==> src/rtl/command_replay_guard_macros.svh <==
// Assertion macros shared by the replay guard RTL.
`ifndef COMMAND_REPLAY_GUARD_MACROS_SVH
`define COMMAND_REPLAY_GUARD_MACROS_SVH
`ifndef SYNTHESIS
// Consequent must hold in the same cycle as the antecedent.
`define CRG_ASSERT_IMPLIES(label, clk, rstn, ante, cons) \
    label: assert property (@(posedge clk) disable iff (!rstn) (ante) |-> (cons)) \
        else $error("replay guard assertion failed");
// Consequent must hold in the cycle after the antecedent.
`define CRG_ASSERT_NEXT(label, clk, rstn, ante, cons) \
    label: assert property (@(posedge clk) disable iff (!rstn) (ante) |=> (cons)) \
        else $error("replay guard assertion failed");
`else
`define CRG_ASSERT_IMPLIES(label, clk, rstn, ante, cons)
`define CRG_ASSERT_NEXT(label, clk, rstn, ante, cons)
`endif
`endif

==> src/rtl/crg_pkg.sv <==
// Package for the replay guard: constants, status codes and a helper function.
`timescale 1ns / 1ps
package crg_pkg;

    localparam int HISTORY_DEPTH_DEF = 8;
    localparam int NONCE_BYTES_DEF   = 8;

    localparam int STAMP_W  = 64;
    localparam int NONCE_W  = 64;
    localparam int LENGTH_W = 4;
    localparam int WINDOW_W = 32;
    localparam int CFG_IDX_W = 4;

    localparam logic [WINDOW_W-1:0] REPLAY_WINDOW_RESET = 32'd60000;

    typedef enum logic [CFG_IDX_W-1:0] {
        CFG_REPLAY_WINDOW = 4'd0,
        CFG_KEY_LOADED    = 4'd1
    } cfg_index_t;

    typedef enum logic [2:0] {
        ST_OK        = 3'd0,
        ST_CLEARED   = 3'd1,
        ST_NO_KEY    = 3'd2,
        ST_STALE     = 3'd3,
        ST_MALFORMED = 3'd4,
        ST_REPLAYED  = 3'd5,
        ST_BAD_MAC   = 3'd6
    } status_t;

    // Keep the first len bytes of the nonce, counted from the top byte.
    function automatic logic [NONCE_W-1:0] nonce_mask(input logic [LENGTH_W-1:0] len);
        logic [NONCE_W-1:0] mask;
        mask = '0;
        for (int b = 0; b < NONCE_W / 8; b++) begin
            if (LENGTH_W'(b) < len) begin
                mask[NONCE_W-1-8*b -: 8] = 8'hFF;
            end
        end
        return mask;
    endfunction

endpackage

==> src/rtl/command_replay_guard.sv <==
// Replay guard top level: nonce history memory and check sequencer.
`timescale 1ns / 1ps
`include "command_replay_guard_macros.svh"
// Usage:
//   Input channel s_* carries one command check (or a clear action) per transfer.
//   Result channel m_* returns one transfer per input: m_accepted and m_status.
//   Configuration channel cfg_* writes replay_window (index 0) or key_loaded
//   (index 1); it is always ready. Write it only while the block is idle.
// Sequence: clear, no-key, stale and malformed items pass from the check step
//   straight to the response step. Items that reach the nonce test also scan
//   the history memory one entry per cycle, then pass the tail and commit
//   steps before the response step. The single read port of the history memory
//   sets the scan rate: one slot is fetched and compared per cycle.
// Throughput: one item in flight at a time; s_ready is high only in idle, so
//   the next item follows as soon as the result is loaded into the output
//   register, even while that result still waits for m_ready.
// Reset: aresetn (synchronous, active low) empties the history, forgets the
//   newest timestamp, sets replay_window to 60000 and key_loaded to 0.
// Stall: a result held by a low m_ready blocks only the next result; the
//   sequencer waits in its response step until the output register frees up.
module command_replay_guard #(
    parameter int HISTORY_DEPTH = crg_pkg::HISTORY_DEPTH_DEF,
    parameter int NONCE_BYTES   = crg_pkg::NONCE_BYTES_DEF
) (
    input  logic                           aclk,
    input  logic                           aresetn,
    // configuration write channel
    input  logic                           cfg_valid,
    output logic                           cfg_ready,
    input  logic [crg_pkg::CFG_IDX_W-1:0]  cfg_index,
    input  logic [crg_pkg::WINDOW_W-1:0]   cfg_data,
    // input channel
    input  logic                           s_valid,
    output logic                           s_ready,
    input  logic                           s_action,
    input  logic [crg_pkg::STAMP_W-1:0]    s_stamp,
    input  logic [crg_pkg::NONCE_W-1:0]    s_nonce_value,
    input  logic [crg_pkg::LENGTH_W-1:0]   s_nonce_length,
    input  logic                           s_well_formed,
    input  logic                           s_mac_match,
    // result channel
    output logic                           m_valid,
    input  logic                           m_ready,
    output logic                           m_accepted,
    output logic [2:0]                     m_status
);
    import crg_pkg::*;

    // Stored nonce keeps only the bytes that may be valid; the rest are zero.
    localparam int NW      = 8 * NONCE_BYTES;
    localparam int ENTRY_W = NW + LENGTH_W + STAMP_W;
    localparam int IDX_W   = (HISTORY_DEPTH > 1) ? $clog2(HISTORY_DEPTH) : 1;
    localparam logic [IDX_W-1:0] LAST_IDX = IDX_W'(HISTORY_DEPTH - 1);
    localparam logic [LENGTH_W-1:0] MAX_LEN = LENGTH_W'(NONCE_BYTES);

    typedef enum logic [5:0] {
        S_IDLE   = 6'b000001,
        S_CHECK  = 6'b000010,
        S_SCAN   = 6'b000100,
        S_TAIL   = 6'b001000,
        S_COMMIT = 6'b010000,
        S_RESP   = 6'b100000
    } state_t;

    // ------------------------------------------------------------------
    // Registers
    // ------------------------------------------------------------------
    state_t                  state_reg, state_next;
    logic [WINDOW_W-1:0]     window_reg, window_next;
    logic                    key_reg, key_next;
    logic [STAMP_W-1:0]      newest_reg, newest_next;
    logic [HISTORY_DEPTH-1:0] valid_reg, valid_next;

    // captured item
    logic                    action_reg, action_next;
    logic [STAMP_W-1:0]      stamp_reg, stamp_next;
    logic [NONCE_W-1:0]      nonce_reg, nonce_next;
    logic [LENGTH_W-1:0]     len_reg, len_next;
    logic                    formed_reg, formed_next;
    logic                    mac_reg, mac_next;

    // scan bookkeeping
    logic [IDX_W-1:0]        rd_idx_reg, rd_idx_next;
    logic                    cmp_vld_reg, cmp_vld_next;
    logic [IDX_W-1:0]        cmp_idx_reg, cmp_idx_next;
    logic                    match_reg, match_next;
    logic                    free_found_reg, free_found_next;
    logic [IDX_W-1:0]        free_idx_reg, free_idx_next;
    logic                    old_found_reg, old_found_next;
    logic [IDX_W-1:0]        old_idx_reg, old_idx_next;
    logic [STAMP_W-1:0]      old_stamp_reg, old_stamp_next;

    status_t                 status_reg, status_next;

    // result register
    logic                    m_valid_reg, m_valid_next;
    logic                    m_accepted_reg, m_accepted_next;
    logic [2:0]              m_status_reg, m_status_next;

    // ------------------------------------------------------------------
    // History memory: one write port, one registered read port
    // ------------------------------------------------------------------
    logic [ENTRY_W-1:0]      hist_mem [HISTORY_DEPTH];
    logic [ENTRY_W-1:0]      rd_entry_reg;
    logic                    mem_re;
    logic                    mem_we;
    logic [IDX_W-1:0]        wr_idx;
    logic [ENTRY_W-1:0]      wr_entry;

    always_ff @(posedge aclk) begin
        if (mem_we) begin
            hist_mem[wr_idx] <= wr_entry;
        end
        if (mem_re) begin
            rd_entry_reg <= hist_mem[rd_idx_reg];
        end
    end

    logic [NW-1:0]           rd_nonce;
    logic [LENGTH_W-1:0]     rd_len;
    logic [STAMP_W-1:0]      rd_stamp;
    logic                    rd_slot_valid;

    assign rd_nonce      = rd_entry_reg[ENTRY_W-1 -: NW];
    assign rd_len        = rd_entry_reg[STAMP_W +: LENGTH_W];
    assign rd_stamp      = rd_entry_reg[STAMP_W-1:0];
    assign rd_slot_valid = valid_reg[cmp_idx_reg];

    // ------------------------------------------------------------------
    // Freshness test, evaluated in the check step
    // ------------------------------------------------------------------
    logic [STAMP_W:0]        stamp_sum;
    logic                    stale;
    logic                    malformed;

    // 65-bit sum: a sum past 64 bits can never be stale.
    assign stamp_sum = {1'b0, stamp_reg} + {{(STAMP_W + 1 - WINDOW_W){1'b0}}, window_reg};
    assign stale     = (newest_reg != '0) && (stamp_sum < {1'b0, newest_reg});
    assign malformed = !formed_reg || (len_reg == '0) || (len_reg > MAX_LEN);

    // ------------------------------------------------------------------
    // Ports
    // ------------------------------------------------------------------
    assign cfg_ready  = 1'b1;
    assign s_ready    = (state_reg == S_IDLE);
    assign m_valid    = m_valid_reg;
    assign m_accepted = m_accepted_reg;
    assign m_status   = m_status_reg;

    // ------------------------------------------------------------------
    // Sequencer
    // ------------------------------------------------------------------
    always_comb begin
        state_next      = state_reg;
        window_next     = window_reg;
        key_next        = key_reg;
        newest_next     = newest_reg;
        valid_next      = valid_reg;
        action_next     = action_reg;
        stamp_next      = stamp_reg;
        nonce_next      = nonce_reg;
        len_next        = len_reg;
        formed_next     = formed_reg;
        mac_next        = mac_reg;
        rd_idx_next     = rd_idx_reg;
        cmp_vld_next    = 1'b0;
        cmp_idx_next    = rd_idx_reg;
        match_next      = match_reg;
        free_found_next = free_found_reg;
        free_idx_next   = free_idx_reg;
        old_found_next  = old_found_reg;
        old_idx_next    = old_idx_reg;
        old_stamp_next  = old_stamp_reg;
        status_next     = status_reg;
        m_valid_next    = m_valid_reg;
        m_accepted_next = m_accepted_reg;
        m_status_next   = m_status_reg;
        mem_re          = 1'b0;
        mem_we          = 1'b0;
        wr_idx          = free_found_reg ? free_idx_reg : old_idx_reg;
        wr_entry        = {nonce_reg[NONCE_W-1 -: NW], len_reg, stamp_reg};

        // drop the result once the receiver takes it
        if (m_valid_reg && m_ready) begin
            m_valid_next = 1'b0;
        end

        // configuration writes; indexes past the list are ignored
        if (cfg_valid) begin
            unique case (cfg_index)
                CFG_REPLAY_WINDOW: window_next = cfg_data;
                CFG_KEY_LOADED:    key_next    = cfg_data[0];
                default:           ;
            endcase
        end

        // compare stage: one history entry per cycle
        if (cmp_vld_reg) begin
            if (rd_slot_valid && (rd_len == len_reg) &&
                (rd_nonce == nonce_reg[NONCE_W-1 -: NW])) begin
                match_next = 1'b1;
            end
            if (!rd_slot_valid && !free_found_reg) begin
                free_found_next = 1'b1;
                free_idx_next   = cmp_idx_reg;
            end
            if (rd_slot_valid && (!old_found_reg || (rd_stamp < old_stamp_reg))) begin
                old_found_next = 1'b1;
                old_idx_next   = cmp_idx_reg;
                old_stamp_next = rd_stamp;
            end
        end

        unique case (state_reg)
            S_IDLE: begin
                if (s_valid) begin
                    action_next = s_action;
                    stamp_next  = s_stamp;
                    nonce_next  = s_nonce_value;
                    len_next    = s_nonce_length;
                    formed_next = s_well_formed;
                    mac_next    = s_mac_match;
                    state_next  = S_CHECK;
                end
            end
            S_CHECK: begin
                rd_idx_next     = '0;
                match_next      = 1'b0;
                free_found_next = 1'b0;
                old_found_next  = 1'b0;
                nonce_next      = nonce_reg & nonce_mask(len_reg);
                if (action_reg) begin
                    valid_next  = '0;
                    newest_next = '0;
                    status_next = ST_CLEARED;
                    state_next  = S_RESP;
                end else if (!key_reg) begin
                    status_next = ST_NO_KEY;
                    state_next  = S_RESP;
                end else if (stale) begin
                    status_next = ST_STALE;
                    state_next  = S_RESP;
                end else begin
                    // advance the newest stamp even if a later test fails
                    if ((newest_reg == '0) || (stamp_reg > newest_reg)) begin
                        newest_next = stamp_reg;
                    end
                    if (malformed) begin
                        status_next = ST_MALFORMED;
                        state_next  = S_RESP;
                    end else begin
                        state_next  = S_SCAN;
                    end
                end
            end
            S_SCAN: begin
                mem_re       = 1'b1;
                cmp_vld_next = 1'b1;
                cmp_idx_next = rd_idx_reg;
                rd_idx_next  = rd_idx_reg + IDX_W'(1);
                if (rd_idx_reg == LAST_IDX) begin
                    state_next = S_TAIL;
                end
            end
            S_TAIL: begin
                // last entry is compared in this cycle
                state_next = S_COMMIT;
            end
            S_COMMIT: begin
                if (match_reg) begin
                    status_next = ST_REPLAYED;
                end else if (!mac_reg) begin
                    status_next = ST_BAD_MAC;
                end else begin
                    mem_we             = 1'b1;
                    valid_next[wr_idx] = 1'b1;
                    status_next        = ST_OK;
                end
                state_next = S_RESP;
            end
            S_RESP: begin
                // hold until the output register is free
                if (!m_valid_reg || m_ready) begin
                    m_valid_next    = 1'b1;
                    m_accepted_next = (status_reg == ST_OK);
                    m_status_next   = status_reg;
                    state_next      = S_IDLE;
                end
            end
            default: begin
                state_next = S_IDLE;
            end
        endcase
    end

    always_ff @(posedge aclk) begin
        if (!aresetn) begin
            state_reg   <= S_IDLE;
            window_reg  <= REPLAY_WINDOW_RESET;
            key_reg     <= 1'b0;
            newest_reg  <= '0;
            valid_reg   <= '0;
            cmp_vld_reg <= 1'b0;
            m_valid_reg <= 1'b0;
        end else begin
            state_reg   <= state_next;
            window_reg  <= window_next;
            key_reg     <= key_next;
            newest_reg  <= newest_next;
            valid_reg   <= valid_next;
            cmp_vld_reg <= cmp_vld_next;
            m_valid_reg <= m_valid_next;
        end
    end

    always_ff @(posedge aclk) begin
        action_reg     <= action_next;
        stamp_reg      <= stamp_next;
        nonce_reg      <= nonce_next;
        len_reg        <= len_next;
        formed_reg     <= formed_next;
        mac_reg        <= mac_next;
        rd_idx_reg     <= rd_idx_next;
        cmp_idx_reg    <= cmp_idx_next;
        match_reg      <= match_next;
        free_found_reg <= free_found_next;
        free_idx_reg   <= free_idx_next;
        old_found_reg  <= old_found_next;
        old_idx_reg    <= old_idx_next;
        old_stamp_reg  <= old_stamp_next;
        status_reg     <= status_next;
        m_accepted_reg <= m_accepted_next;
        m_status_reg   <= m_status_next;
    end

    // ------------------------------------------------------------------
    // Assertions
    // ------------------------------------------------------------------
    // A nonce is recorded only when it was not found and the MAC matched.
    `CRG_ASSERT_IMPLIES(a_write_only_fresh, aclk, aresetn, mem_we, !match_reg && mac_reg)
    // A clear action leaves the history empty and no timestamp seen.
    `CRG_ASSERT_NEXT(a_clear_empties, aclk, aresetn, (state_reg == S_CHECK) && action_reg, (valid_reg == '0) && (newest_reg == '0))
    // Compare stage runs only while the scan is in progress.
    `CRG_ASSERT_IMPLIES(a_cmp_in_scan, aclk, aresetn, cmp_vld_reg, (state_reg == S_SCAN) || (state_reg == S_TAIL))
    // A full history must have a candidate slot to replace.
    `CRG_ASSERT_IMPLIES(a_victim_known, aclk, aresetn, mem_we, free_found_reg || old_found_reg)

endmodule

==> config.mk <==
export PLATFORM = sky130hd
export DESIGN_NAME = command_replay_guard
export DESIGN_NICKNAME = d
export VERILOG_FILES = /design/src/rtl/crg_pkg.sv /design/src/rtl/command_replay_guard.sv
export VERILOG_INCLUDE_DIRS = /design/src /design/src/rtl
export SDC_FILE = /design/constraint.sdc
export NUM_CORES = 2
export LEC_CHECK = 0
export BUFFER_PORTS_ARGS = -buffer_cell sky130_fd_sc_hd__buf_2
export CORE_ASPECT_RATIO = 0.5
export CORE_MARGIN = 4
export CORE_UTILIZATION = 56
export CTS_CLUSTER_DIAMETER = 30
export DETAILED_ROUTE_END_ITERATION = 6
export HOLD_SLACK_MARGIN = 0.05
export PLACE_DENSITY = 0.76
export SYNTH_ARGS = -nofsm -noshare
export SYNTH_HDL_FRONTEND = slang
export SYNTH_SLANG_ARGS = --single-unit
==> constraint.sdc <==
create_clock -name aclk -period 6.9 [get_ports aclk]
set_input_delay 0.69 -clock aclk [delete_from_list [all_inputs] [get_ports aclk]]
set_output_delay 0.69 -clock aclk [all_outputs]
set_load 0.03 [all_outputs]
==> reports/results.ini <==
[status]
status = complete, no violations

[detailed_routing]
antenna_left = 0
drcViolationCount = 0
avgRoutedWirePerCell_um = 26.0
vias_per_cell = 6.19
drtIter0Drc = 3635
drt_wl_total_mm = 143
first_pass_iters = 6
vias = 33900

[yosys]
synth_edf_count = 1403
ys_seq_area_share_pct = 70.9
ys_ff_latch = 1522
synth_cell_types = 78
yosys_warnings = 0
synth_ff_type = edfxtp_1
synth_cells = 3518
ys_async_sr_fraction_pct = 0
synthesis.nets = 3919
netlist_area_um2 = 62800
synth_area_per_cell_um2 = 17.8

[sta]
finalHoldViolations = 0
finClkSkew_ps = 30.1
finalSetupViolCount = 0
period_share_pct = 92.7
maxSlewViolCount = 0
holdWs_ps = 107
rsz0062_at_grt = false
tightest_slew_ps = 1180
slew_headroom_pct = 21.0
max_freq_mhz = 156
fin_crit_ps = 6390

[die]
initial_core_util_pct = 56.7
rows = 86
core_area_um2 = 111000
die_h_um = 245
die_w_um = 481
dieArea_um2 = 118000
ios = 183

[clock_network]
clk_pin_slew_ps = 60
numCtsBuffers = 162
clockRootBuffer = clkbuf_16
cts_buffer_depth = 3
clock_sinks = 1522
htree_levels = 4
tritoncts = yes
clk_latency_ps = 770

[grt]
grt_pass1_wl_mm = 216
antenna_found_initial = 1
grt_max_degree = 131
grt-ovfl-total = 0
grt_pass1_vias = 34500
gr-usage-all-layers_pct = 24.4

[setup_path]
crit_path_start_kind = flip-flop
cp_max_fo = 64
end_kind = flip-flop
worst-setup-path-type = reg -> reg
crit_required_ps = 7590
crit_arrival_ps = 7080

[final_layout]
seqCellArea_um2 = 44500
largest_register_ffs = 1056
layout.nets = 4245
final_cells = 5480
postLayoutCellArea_um2 = 71500
final_layout_size_suffix_gt1_share_pct = 24.3
fin_util_pct = 64.7
areaGrowthSynthToFinish_pct = 14.0
mostFrequentLayoutCells = 1403 x edfxtp_1, 266 x mux4_2, 224 x ha_1
fillers = 7394
mostFrequentLayoutCell = edfxtp_1
multi_input_area_um2 = 17100

[place]
dpl.cell_count = 5151
io_buffers = 181
post-dp-hpwl_mm = 83.1
place_area_um2 = 65600
gp_congestion = 0.897

[power]
power_density_nw_per_um2 = 282
irDropWorstVdd_uv = 291
power_uw = 20200
p_leak_uw = 0.0244

[run]
drv_cap = 0

[worst_hold_path]
hold_class = in -> reg

-- layout make-up --
cell class | count | share of cell area, %
well taps | 1496 | 2.62
diodes | 1 | 0.00350
clock buffers | 187 | 6.09
repair buffers | 281 | 2.50
flip-flops and latches | 1522 | 62.2
multi-input cells | 1721 | 24.0
clock inverters | 116 | 1.79
inverters | 156 | 0.827
-- critical path: stages, from the launching register on --
cell,delay (ps)
edfxtp_1,530
ha_1,410
a2111oi_0,490
o21ai_0,260
a32oi_1,500
nand4_1,180
a31oi_1,330
o21ai_1,230
and3_1,360
nand2_1,130
xnor2_1,70
ha_1,200
a211oi_1,220
nor2_1,80
a2111oi_0,500
o211ai_1,150
o21ai_0,180
nand2_1,150
o31ai_4,400
o21ba_2,230
buf_6,460
a22o_1,260
-- worst paths after layout --
path | slack (ps) | cells after the start | startpoint | endpoint
setup / recovery | 510 | 21 | stamp_reg[4] | newest_reg[30]
hold / removal | 110 | 1 | s_stamp[25] | stamp_reg[25]
setup reg to reg | 510 | 21 | stamp_reg[4] | newest_reg[30]
hold reg to reg | 430 | 0 | rd_entry_reg[1] | old_stamp_reg[1]
-- cell usage after synthesis (5+ instances only) --
cell type,count,area share (%)
nor4_1,36,0.36
a21oi_1,115,0.92
xnor2_1,77,1.1
mux2_2,133,2.4
nand3_1,47,0.37
nor2_1,101,0.60
a2111oi_0,7,0.098
nand2_1,182,1.1
and4_1,5,0.070
a22o_1,106,1.5
o31ai_1,7,0.084
a31oi_1,5,0.050
nand4_1,54,0.54
buf_6,10,0.18
o21ai_0,74,0.59
ha_1,224,4.5
nor2b_1,16,0.16
inv_1,156,0.93
o211ai_1,9,0.11
o21a_1,20,0.24
mux4_2,266,9.5
clkbuf_1,68,0.41
a221oi_1,8,0.11
edfxtp_1,1403,67
a211oi_1,17,0.20
o22ai_1,6,0.060
dfxtp_1,119,3.8
xor2_1,38,0.53
buf_1,33,0.20
and3_1,13,0.13
a21o_1,39,0.47
nand2b_1,9,0.090
and2_1,6,0.060
nor3_1,27,0.22
-- stage by stage --
step / setup TNS [ps] / setup slack (ps)
floorplan: -288290 / -282
global placement: 0 / 755
detailed placement: 0 / 486
CTS: 0 / 423
global route: 0 / 133
finish: 0 / 507
-- per-layer routing --
layer | vias to the layer above | routed length, um | track usage [%]
met5 | - | 0 | 0
met4 | 0 | 4050 | 8.15
met3 | 221 | 10300 | 3.80
met2 | 1423 | 70800 | 40.3
met1 | 17500 | 57500 | 33.8
li1 | 14800 | - | -
-- repair_timing --
item,4_1_cts,5_1_grt
hold buffers,25,0
setup buffers,0,0
endpoints found under the setup margin,0,8
resized for setup,0,1
endpoints found under the hold margin,25,0
-- power by group --
group	switching (uW)	internal, uW	total [uW]
registers	206	10200	10400
clock network	3800	5160	8960
logic	454	330	784
total	4460	15700	20200
-- cell families (layout without fill, tap and decap cells) --
| kind of cell | Yosys count | count (layout) | share of synthesized area [%] |
|---|---|---|---|
| XOR/XNOR | 115 | 115 | 1.61 |
| buffers and inverters | 275 | 740 | 1.88 |
| adder cells (fa/ha/maj) | 225 | 225 | 4.50 |
| multiplexers | 401 | 401 | 12.0 |
| flip-flops | 1522 | 1522 | 70.9 |
| AND/OR/NAND/NOR | 523 | 523 | 4.05 |
| other | 1 | 2 | 0.00598 |
| AO/OA/AOI/OAI | 456 | 456 | 5.05 |
(Power assumes the default switching activity.)
